**src/rtl/brn_pkg.sv**
```systemverilog
package brn_pkg;

  localparam int MAX_WIDTH  = 64;
  localparam int MAX_HEIGHT = 64;
  localparam int WORD_BITS  = 16;
  localparam int WPR_MAX    = (MAX_WIDTH + 15) / 16;
  localparam int DEPTH      = WPR_MAX * MAX_HEIGHT;
  localparam int ADDR_W     = $clog2(DEPTH);
  localparam int SIZE_W     = 7;
  localparam int CNT_W      = 5;

  typedef enum logic [1:0] {
    ST_IDLE,
    ST_RUN,
    ST_DONE
  } state_t;

  typedef enum logic {
    MODE_LOAD = 1'b0,
    MODE_READ = 1'b1
  } mode_t;

  localparam logic REG_WIDTH  = 1'b0;
  localparam logic REG_HEIGHT = 1'b1;

  typedef struct packed {
    logic signed [15:0] cs;
    logic signed [15:0] sn;
  } trig_t;

  typedef struct packed {
    logic [SIZE_W-1:0] w;
    logic [SIZE_W-1:0] h;
    logic [2:0]        wpr;
    logic [5:0]        xc;
    logic [5:0]        yc;
  } geom_t;

  typedef struct packed {
    logic       vld;
    logic [3:0] n;
    logic [1:0] colw;
    logic [7:0] row;
    logic [1:0] sel;
  } pix_req_t;

  typedef struct packed {
    logic       vld;
    logic       hit;
    logic [3:0] n;
    logic [3:0] bsel;
  } pix_tag_t;

  // Q2.14 cos/sin of -90, -112.5, -135, -157.5 degrees
  function automatic trig_t angle_trig(input logic [1:0] sel);
    trig_t t;
    case (sel)
      2'd0: begin
        t.cs = 16'sd0;
        t.sn = -16'sd16384;
      end
      2'd1: begin
        t.cs = -16'sd6270;
        t.sn = -16'sd15137;
      end
      2'd2: begin
        t.cs = -16'sd11585;
        t.sn = -16'sd11585;
      end
      default: begin
        t.cs = -16'sd15137;
        t.sn = -16'sd6270;
      end
    endcase
    return t;
  endfunction

endpackage

```
**src/rtl/brn_pixel_map.sv**
```systemverilog
module brn_pixel_map (
  input  logic                     clk,
  input  logic                     rst_n,
  input  brn_pkg::pix_req_t        req,
  input  brn_pkg::geom_t           geom,
  output logic                     rd_en,
  output logic [brn_pkg::ADDR_W-1:0] rd_addr,
  output brn_pkg::pix_tag_t        tag
);

  brn_pkg::trig_t     trig;
  logic [5:0]         j;
  logic signed [7:0]  dj;
  logic signed [8:0]  dk;
  logic               ok;

  logic               a_vld_r;
  logic               a_ok_r;
  logic [3:0]         a_n_r;
  logic signed [23:0] a_cx_r;
  logic signed [23:0] a_sx_r;
  logic signed [24:0] a_sy_r;
  logic signed [24:0] a_cy_r;

  logic signed [27:0] x_q;
  logic signed [27:0] y_q;
  logic [13:0]        x_int;
  logic [13:0]        y_int;
  logic               x_ok;
  logic               y_ok;
  logic               hit;
  logic [9:0]         y_base;
  brn_pkg::pix_tag_t  tag_r;

  // stage A: centred coordinates and the four products
  always_comb begin
    trig = brn_pkg::angle_trig(req.sel);
    j    = {req.colw, req.n};
    dj   = $signed({2'b00, j}) - $signed({2'b00, geom.xc});
    dk   = $signed({1'b0, req.row}) - $signed({3'b000, geom.yc});
    ok   = ({1'b0, j} < geom.w) && (req.row < {1'b0, geom.h});
  end

  always_ff @(posedge clk) begin
    if (!rst_n) begin
      a_vld_r <= 1'b0;
    end else begin
      a_vld_r <= req.vld;
    end
  end

  always_ff @(posedge clk) begin
    a_ok_r <= ok;
    a_n_r  <= req.n;
    a_cx_r <= dj * trig.cs;
    a_sx_r <= dj * trig.sn;
    a_sy_r <= dk * trig.sn;
    a_cy_r <= dk * trig.cs;
  end

  // stage B: add centre + 0.5, truncate toward zero, bound check, address
  always_comb begin
    x_q = 28'(a_cx_r) - 28'(a_sy_r) + $signed({8'd0, geom.xc, 14'h2000});
    y_q = 28'(a_sx_r) + 28'(a_cy_r) + $signed({8'd0, geom.yc, 14'h2000});
    x_int  = x_q[27] ? 14'd0 : x_q[27:14];
    y_int  = y_q[27] ? 14'd0 : y_q[27:14];
    x_ok   = (x_q >= -28'sd16383) && (x_int < {7'd0, geom.w});
    y_ok   = (y_q >= -28'sd16383) && (y_int < {7'd0, geom.h});
    hit    = a_ok_r && x_ok && y_ok;
    y_base = y_int[6:0] * geom.wpr;
    rd_en  = a_vld_r && hit;
    rd_addr = brn_pkg::ADDR_W'(y_base + {8'd0, x_int[5:4]});
  end

  always_ff @(posedge clk) begin
    if (!rst_n) begin
      tag_r.vld <= 1'b0;
    end else begin
      tag_r.vld <= a_vld_r;
    end
  end

  always_ff @(posedge clk) begin
    tag_r.hit  <= hit;
    tag_r.n    <= a_n_r;
    tag_r.bsel <= x_int[3:0];
  end

  assign tag = tag_r;

endmodule

```
**config.mk**
```make
export PLATFORM = sky130hd
export DESIGN_NAME = brn_pixel_map
export DESIGN_NICKNAME = d
export VERILOG_FILES = /design/src/rtl/brn_pkg.sv /design/src/rtl/brn_pixel_map.sv
export SDC_FILE = /design/constraint.sdc
export NUM_CORES = 1
export LEC_CHECK = 0
export CAP_MARGIN = 10
export CELL_PAD_IN_SITES_DETAIL_PLACEMENT = 1
export CELL_PAD_IN_SITES_GLOBAL_PLACEMENT = 2
export CORE_MARGIN = 2
export CORE_UTILIZATION = 43
export DETAILED_ROUTE_END_ITERATION = 10
export DONT_BUFFER_PORTS = 1
export GPL_ROUTABILITY_DRIVEN = 0
export PLACE_DENSITY_LB_ADDON = 0.1
export SYNTH_ARGS = -nofsm -noshare
export SYNTH_HDL_FRONTEND = slang
export SYNTH_SLANG_ARGS = --single-unit
```
**constraint.sdc**
```tcl
create_clock -name clk -period 9.7 [get_ports clk]
set_clock_uncertainty 0.2 [all_clocks]
set_input_delay 0.485 -clock clk [delete_from_list [all_inputs] [get_ports clk]]
set_output_delay 0.485 -clock clk [all_outputs]
set_load 0.01 [all_outputs]
```
==> results.md, run 1 <==
Floorplanning:
- The total area inside the core boundary comes to 0.0515 mm2.
- The die covers 0.0541 mm2.
- The die height is 233 um.
- The count of boundary I/O pins is 67.
- The number of rows created at floorplan is 83.
- The initial standard-cell utilization of the core is 43.7%.
- Measured along the x axis, the die boundary spans 233 um.

Yosys:
- The part of the Yosys area used for sequential elements is 9.97%.
- The share of the synthesized netlist area taken by xor and xnor gates is 6.04%.
- In the post-synthesis netlist, the biggest area contributors are fa_1, ha_1, dfxtp_1, inv_1, xnor2_1.
- The post-synthesis cell type with the largest combined area is fa_1.
- The top cell type by area accounts for 31.7% of the synthesized area.
- Sorting the synthesized cells by how often they occur yields inv_1, ha_1, fa_1.
- The synthesized design contains 0 enable-type register cells.
- Summing the areas of all compound-gate instances in the mapped netlist gives 10.4% of the synthesized area.
- The post-synthesis instance total is 2423.
- Yosys instantiated no cell more often than inv_1.
- By area, the combinational part of the netlist is dominated by adder cells.
- The adder-cell share of the synthesized area is 53.1%.
- Synthesis instantiated 82 different standard cells from the library.
- The Yosys warning count is 0.
- After Yosys synthesis, and, or, nand and nor cells account for 10.2% of the synthesized area.
- In the synthesized netlist, mux cells make up 0.228% of the area.
- The number of storage elements in the synthesis netlist is 112.
- Among all flip-flop cells after synthesis, the most frequent one is dfxtp_1.
- When the netlist entered floorplanning its net count stood at 3211.
- After synthesis the cells add up to 0.0225 mm2.
- The proportion of synthesized flip-flops having asynchronous set or reset is 0%.
- The average cell area after synthesis is 9.28 um2.

Place:
- Buffers placed on the I/O ports in this run total 0.
- The HPWL after detailed placement is 58500 um.
- The cell area after placement is 0.0234 mm2.

GRT:
- The first-pass GRT wire length is 102000 um.
- In the global route stage, met3 resource usage came out at 4.56%.
- Global routing used 43.2% of the available met2 tracks.
- The number of antenna violations at the first check in global routing is 1.
- The pin count of the biggest net entering global routing is 27.
- The total track usage is 25.2%.
- The met1 layer usage reported by global route is 32.6%.
- The number of global-route vias before repair was 18331.
- After global routing the overflow that remains totals 0.
- met2 is the most crowded layer.

Timing:
- The worst path in the final design needs a cycle of 8310 ps, including I/O delays and setup.
- The share of the clock period used by the worst path is 85.7%.
- The number of slew-limit violations in the final report is 0.
- The final count of hold timing violations was 0.
- The maximum clock rate is 120 MHz.
- Setup repair after global routing left no endpoint under its margin.
- Setup violations remaining at the end of the flow were counted as 0.
- The tightest slew margin relative to the limit is 34.1%.
- The post-route setup TNS is 0 ps.
- The measured slew at the worst slew-check pin is 985 ps.

Finish:
- Registers take 0.00224 mm2.
- The repair_antennas step left the layout with diodes totalling 0.
- The area growth from synthesis to layout is 5.73%.
- The area of the multi-input gates is 0.0180 mm2.
- The layout cell share with drive strength beyond 1 is 3.70%.
- The final-layout fill cell count is 6016.
- The net count of the finished layout is 3217.
- The finished cells cover 0.0238 mm2.

Route:
- Detailed routing inserted a total of 16633 vias.
- After detailed routing, the average wire length per cell comes to 20.8 um.
- The number of search-and-repair iterations in the first detailed-routing pass is 5.
- Summed over all layers, the routed wires come to 64700 um.
- The via density per instance is 5.34.
- In the routed design, unresolved DRC markers number 0.
- The first routing iteration left 683 violations.
- The number of nets with antenna violations after detailed routing is 0.

Hold path:
- The class of the worst hold path is in -> reg.

Critical path:
- Counting stages on the worst path, the most repeated cell is inv_1.
- The peak per-stage delay on the critical path is 690 ps.
- The worst setup path is captured at a register.
- The critical path start-end classification is in -> reg.
- The worst setup path is launched from an input port.
- In this run the worst path has a maximum fanout of 8.
- The required time of the critical path is 9770 ps.
- The signal arrival time at the worst endpoint is 8380 ps.
- The cell with the biggest individual delay on the critical path is o41ai_1.

CTS:
- After clock tree synthesis, the clock-pin slew on the worst setup and hold paths is 70 ps.
- In this run the clock root is driven by a clkbuf_16.
- The CTS tree is yes.
- Counting every sink on the clock net gives 112.
- In this run the number of H-tree levels came out at 3.
- The insertion delay to the later sink of the worst-skew pair is 400 ps.
- The number of buffers between clock root and the deepest sink is 2.
- The number of CTS-inserted buffers is 9.

Status:
- The flow ran to the end, and the final reports show no timing, DRC or antenna violations.

Run:
- Across the run, the number of max-cap violations was 0.
layer usage:
metal  share of wire (%)  up-vias
met5                   0        -
met4                 2.3        0
met3                 5.2       67
met2                  48      343
met1                  44     8471
li1                    -     7752
sequential cells by signal, indices dropped and copies added (netlist names):
| name | cells |
|---|---|
| a_ok_r | 1 |
| a_vld_r | 1 |
| a_n_r | 4 |
| a_cx_r | 23 |
| a_sy_r | 25 |
| a_sx_r | 23 |
| tag | 10 |
| a_cy_r | 25 |
cells in the final DEF, fill, tap and decap left out, types with 19 or more instances in the layout:
cell type  netlist  layout
dfxtp_1        112     112
nand2_1        114     114
a21o_1          50      50
nor2_1         113     113
ha_1           384     384
or2_2           23      23
nand2b_1        26      26
nor3_1          34      34
buf_4            1      19
nor2b_1         20      20
and2_1          39      39
o21ai_0         56      56
a21oi_1         85      85
nand3_1         31      31
xnor2_1        110     110
xor2_1          45      45
fa_1           356     356
inv_1          573     573
layout make-up:
type	count	share of cell area, %
inverters	574	9.06
flip-flops and latches	112	9.43
clock inverters	6	0.484
clock buffers	10	1.01
multi-input cells	1708	75.6
well taps	680	3.58
repair buffers	24	0.810
metrics by stage:
stage          std cells  util, %  hold WS (ps)  setup slack [ps]
2_1_floorplan       2423        -           110              1860
3_3_place_gp        3093     45.4           113              1190
3_5_place_dp        3093     45.4           115              1010
4_1_cts             3114     46.2          7.55              1420
5_1_grt             3114     46.2          8.29               803
6_report            3114     46.2          29.2              1390
worst paths after layout:
path | to | slack, ps | startpoint | cells after the start
setup / recovery | a_sy_r[24]$_DFF_P_ | 1390 | req[2] | 31
hold / removal | a_vld_r$_SDFF_PN0_ | 30 | req[16] | 1
setup reg to reg | tag[8]$_DFF_P_ | 4070 | a_sx_r[3]$_DFF_P_ | 19
hold reg to reg | tag[4]$_DFF_P_ | 130 | a_n_r[0]$_DFF_P_ | 0
repair_timing:
item / 4_1_cts / 5_1_grt
hold buffers: 5 / 0
buffers inserted: 0 / 0
endpoints found under the hold margin: 5 / 0
resized for setup: 0 / 0
kinds of logic (layout without fill, tap and decap cells):
family / after synthesis / in the layout
adder cells (fa/ha/maj): 740 / 740
AO/OA/AOI/OAI: 348 / 348
AND/OR/NAND/NOR: 460 / 460
buffers and inverters: 603 / 614
flip-flops: 112 / 112
multiplexers: 5 / 5
XOR/XNOR: 155 / 155
worst max-delay path: cells and delay by family:
kind | cells | cell delay, ps
XOR/XNOR | 2 | 210
AND/OR/NAND/NOR | 6 | 1440
buffers and inverters | 7 | 810
adder cells (fa/ha/maj) | 8 | 3260
AO/OA/AOI/OAI | 8 | 2140
Power of run 1 is left out: the tool's default activity adds up to more than one toggle a clock period on the data nets, which glitch-free logic cannot reach.
==> inputs of run 2 (changes only) <==
--- a/config.mk
+++ b/config.mk
@@ -9,7 +9,7 @@
 export CELL_PAD_IN_SITES_DETAIL_PLACEMENT = 1
 export CELL_PAD_IN_SITES_GLOBAL_PLACEMENT = 2
 export CORE_MARGIN = 2
-export CORE_UTILIZATION = 43
+export CORE_UTILIZATION = 30
 export DETAILED_ROUTE_END_ITERATION = 10
 export DONT_BUFFER_PORTS = 1
 export GPL_ROUTABILITY_DRIVEN = 0
==> run 2 against run 1 <==
Compared with the run above: worst setup slack improved by 150 ps; via count decreased by 2.9%; fmax increased by 1.8%; cell count increased by 9.4%; register-to-register slack improved by 80 ps; clock-buffer cell count unchanged; non-clock buffer count increased by 4; final area increased by 1.7%; critical endpoint is now a_cy_r[23]$_DFF_P_; highest routed layer unchanged.
==> results.md, run 2 (same netlist as run 1, synthesis figures left out) <==
GRT:
- The number of global-route vias before repair is 18304 (-0.15%).
- The total overflow reported by the global router was 0 (unchanged).
- The total track usage is 19.0% (-6.2 points).
- The first-pass GRT wire length came to 110000 um (+7.7%).
- The number of antenna violations at the first check in global routing is 9 (+8).
- The pin count of the biggest net entering global routing is 23 (-15%).

Route:
- The total wire length after detailed routing is 70600 um (+9.2%).
- The number of search-and-repair iterations in the first detailed-routing pass was 5 (unchanged).
- The via density per instance came to 4.74 (-11%).
- The number of nets with antenna violations after detailed routing is 0 (unchanged).
- The wire length per cell is 20.7 um (-0.20%).
- The via count of the routed design is 16144 (-2.9%).
- The DRC marker count from the first detailed-route iteration is 637 (-6.7%).
- The total DRC errors in the routed layout is 0 (unchanged).

Timing:
- The number of failing setup endpoints in the final timing report is 0 (unchanged).
- The share of the clock period used by the worst path is 84.2% (-1.5 points).
- The time the worst path needs with I/O delays and setup was 8160 ps (-148 ps).
- The maximum clock rate is 122 MHz (+1.8%).
- The final count of hold timing violations is 0 (unchanged).
- The measured slew at the worst slew-check pin is 957 ps (-28.7 ps).
- Setup repair after global routing left no endpoint under its margin.
- The tightest slew margin relative to the limit is 36.0% (+1.9 points).
- The post-route setup TNS is 0 ps (unchanged).
- The number of slew-limit violations in the final report is 0 (unchanged).

Status:
- The run finished with clean final reports.

CTS:
- The maximum level of the CTS H-tree was 3 (unchanged).
- The master cell of the clock root buffer is clkbuf_16.
- The clock-pin slew reported for the worst setup and hold paths after clock tree synthesis is 80 ps (about the same).
- The insertion delay to the later sink of the worst-skew pair came to 410 ps (about the same).
- The number of CTS-inserted buffers is 9 (unchanged).
- The number of sinks on the clock net is 112 (unchanged).
- The CTS tree is yes.
- The number of cells upsized or downsized after cts is 0 (unchanged).
- The number of buffers between clock root and the deepest sink is 2 (unchanged).

Finish:
- The largest registers in the layout are a_cy_r: 25 flops, a_sy_r: 25 flops.
- The library cell used most frequently in the layout, excluding fill and tap cells, is inv_1.
- The net count of the finished layout is 3221 (+0.12%).
- Leaving out fill and tap cells, the most frequent cells in the layout are inv_1, ha_1, fa_1.
- Relative to the synthesized area, the layout overhead comes to 7.48%.
- The layout cell share with drive strength beyond 1 was 3.73% (+0.035 points).

Floorplanning:
- The number of rows created at floorplan came to 100 (+20%).
- The horizontal die dimension is 278 um (+19%).
- The die height is 278 um (+19%).
- The count of boundary I/O pins is 67 (unchanged).
- The core area was 0.0743 mm2 (+44%).
- The die area is 0.0772 mm2 (+43%).
- The initial standard-cell utilization of the core is 30.3% (-13 points).

Place:
- The detailed placement HPWL is 64200 um (+9.8%).
- The count of buffers from port buffering is 0 (unchanged).

Critical path:
- The required time of the critical path is 9820 ps (+50 ps).
- The signal arrival time at the worst endpoint came to 8280 ps (-100 ps).
- On the critical path, the stage with the largest delay is an instance of fa_1.
- The most numerous cell type found on the critical path is inv_1.
- The peak per-stage delay on the critical path came to 540 ps (-150 ps).
- The worst setup path is of the in -> reg kind.
- The worst setup path is captured at a register.
- STA classifies the critical path startpoint as an input port.
- The largest driver fanout on the critical path is 10 (+2).

Run:
- The number of max-capacitance violations reported is 0 (unchanged).

Hold path:
- The tightest min-delay check is of the in -> reg type.
run 2: cell types whose count changed in the layout (fill, tap and decap cells not counted):
| cell | delta |
|---|---|
| dlygate4sd3_1 | +3 |
| inv_8 | +2 |
| buf_4 | +1 |
| bufinv_16 | -1 |
| clkbuf_1 | +1 |
| clkbuf_8 | -1 |
| clkinv_2 | -1 |
| clkinv_4 | -1 |
| clkinv_8 | +1 |
| diode_2 | +1 |
| xnor2_1 | -1 |
| xnor2_2 | +1 |
run 2: per-stage QoR:
| stage | hold slack (ps) | instances | setup slack, ps | instance area (um2) | util (%) |
|---|---|---|---|---|---|
| after CTS | 81.8 | 3407 | 1480 | 24200 | 32.5 |
| final | 115 | 3408 | 1540 | 24200 | 32.5 |
| after floorplan | 110 | 2423 | 1860 | 22500 | - |
| after global routing | 93.2 | 3407 | 919 | 24200 | 32.5 |
| after detailed placement | 113 | 3383 | 1070 | 23700 | 32.0 |
| after global placement | 111 | 3383 | 1360 | 23700 | 32.0 |
run 2: final timing paths:
check | end | start | slack (ps) | cells after the start
setup / recovery | a_cy_r[23]$_DFF_P_ | req[2] | 1540 | 33
hold / removal | a_ok_r$_DFF_P_ | req[8] | 120 | 2
setup reg to reg | tag[8]$_DFF_P_ | a_sx_r[19]$_DFF_P_ | 4150 | 18
hold reg to reg | tag[4]$_DFF_P_ | a_n_r[0]$_DFF_P_ | 130 | 0
run 2: critical path, delay by kind of cell:
kind / cells / cell delay [ps]
AOI/OAI and AO/OA: 11 / 2680
xor gates and xnor gates: 2 / 250
adders and majority gates: 8 / 3300
buffers and inverters: 7 / 540
and+or+nand+nor: 5 / 990
run 2: cell type report:
type	instances	area, um2
fillers	8536	50200
multi-input cells	1708	18000
flip-flops and latches	112	2240
inverters	574	2150
well taps	969	1210
repair buffers	28	230
clock buffers	10	229
clock inverters	6	110
diodes	1	2.50
run 2: per-layer routing:
metal  up-vias  wire (um)  track usage [%]
li1       7757          -                -
met3        52       2910             3.22
met4         0       1550             4.55
met1      8114      33600             26.1
met2       221      32500             31.0
met5         -          0                0
run 2: repair_timing:
item / CTS / global route
hold buffers: 8 / 0
hold endpoints to repair: 7 / 0
setup endpoints to repair: 0 / 0
buffers inserted: 0 / 0
Power of run 2 is left out for the same reason.
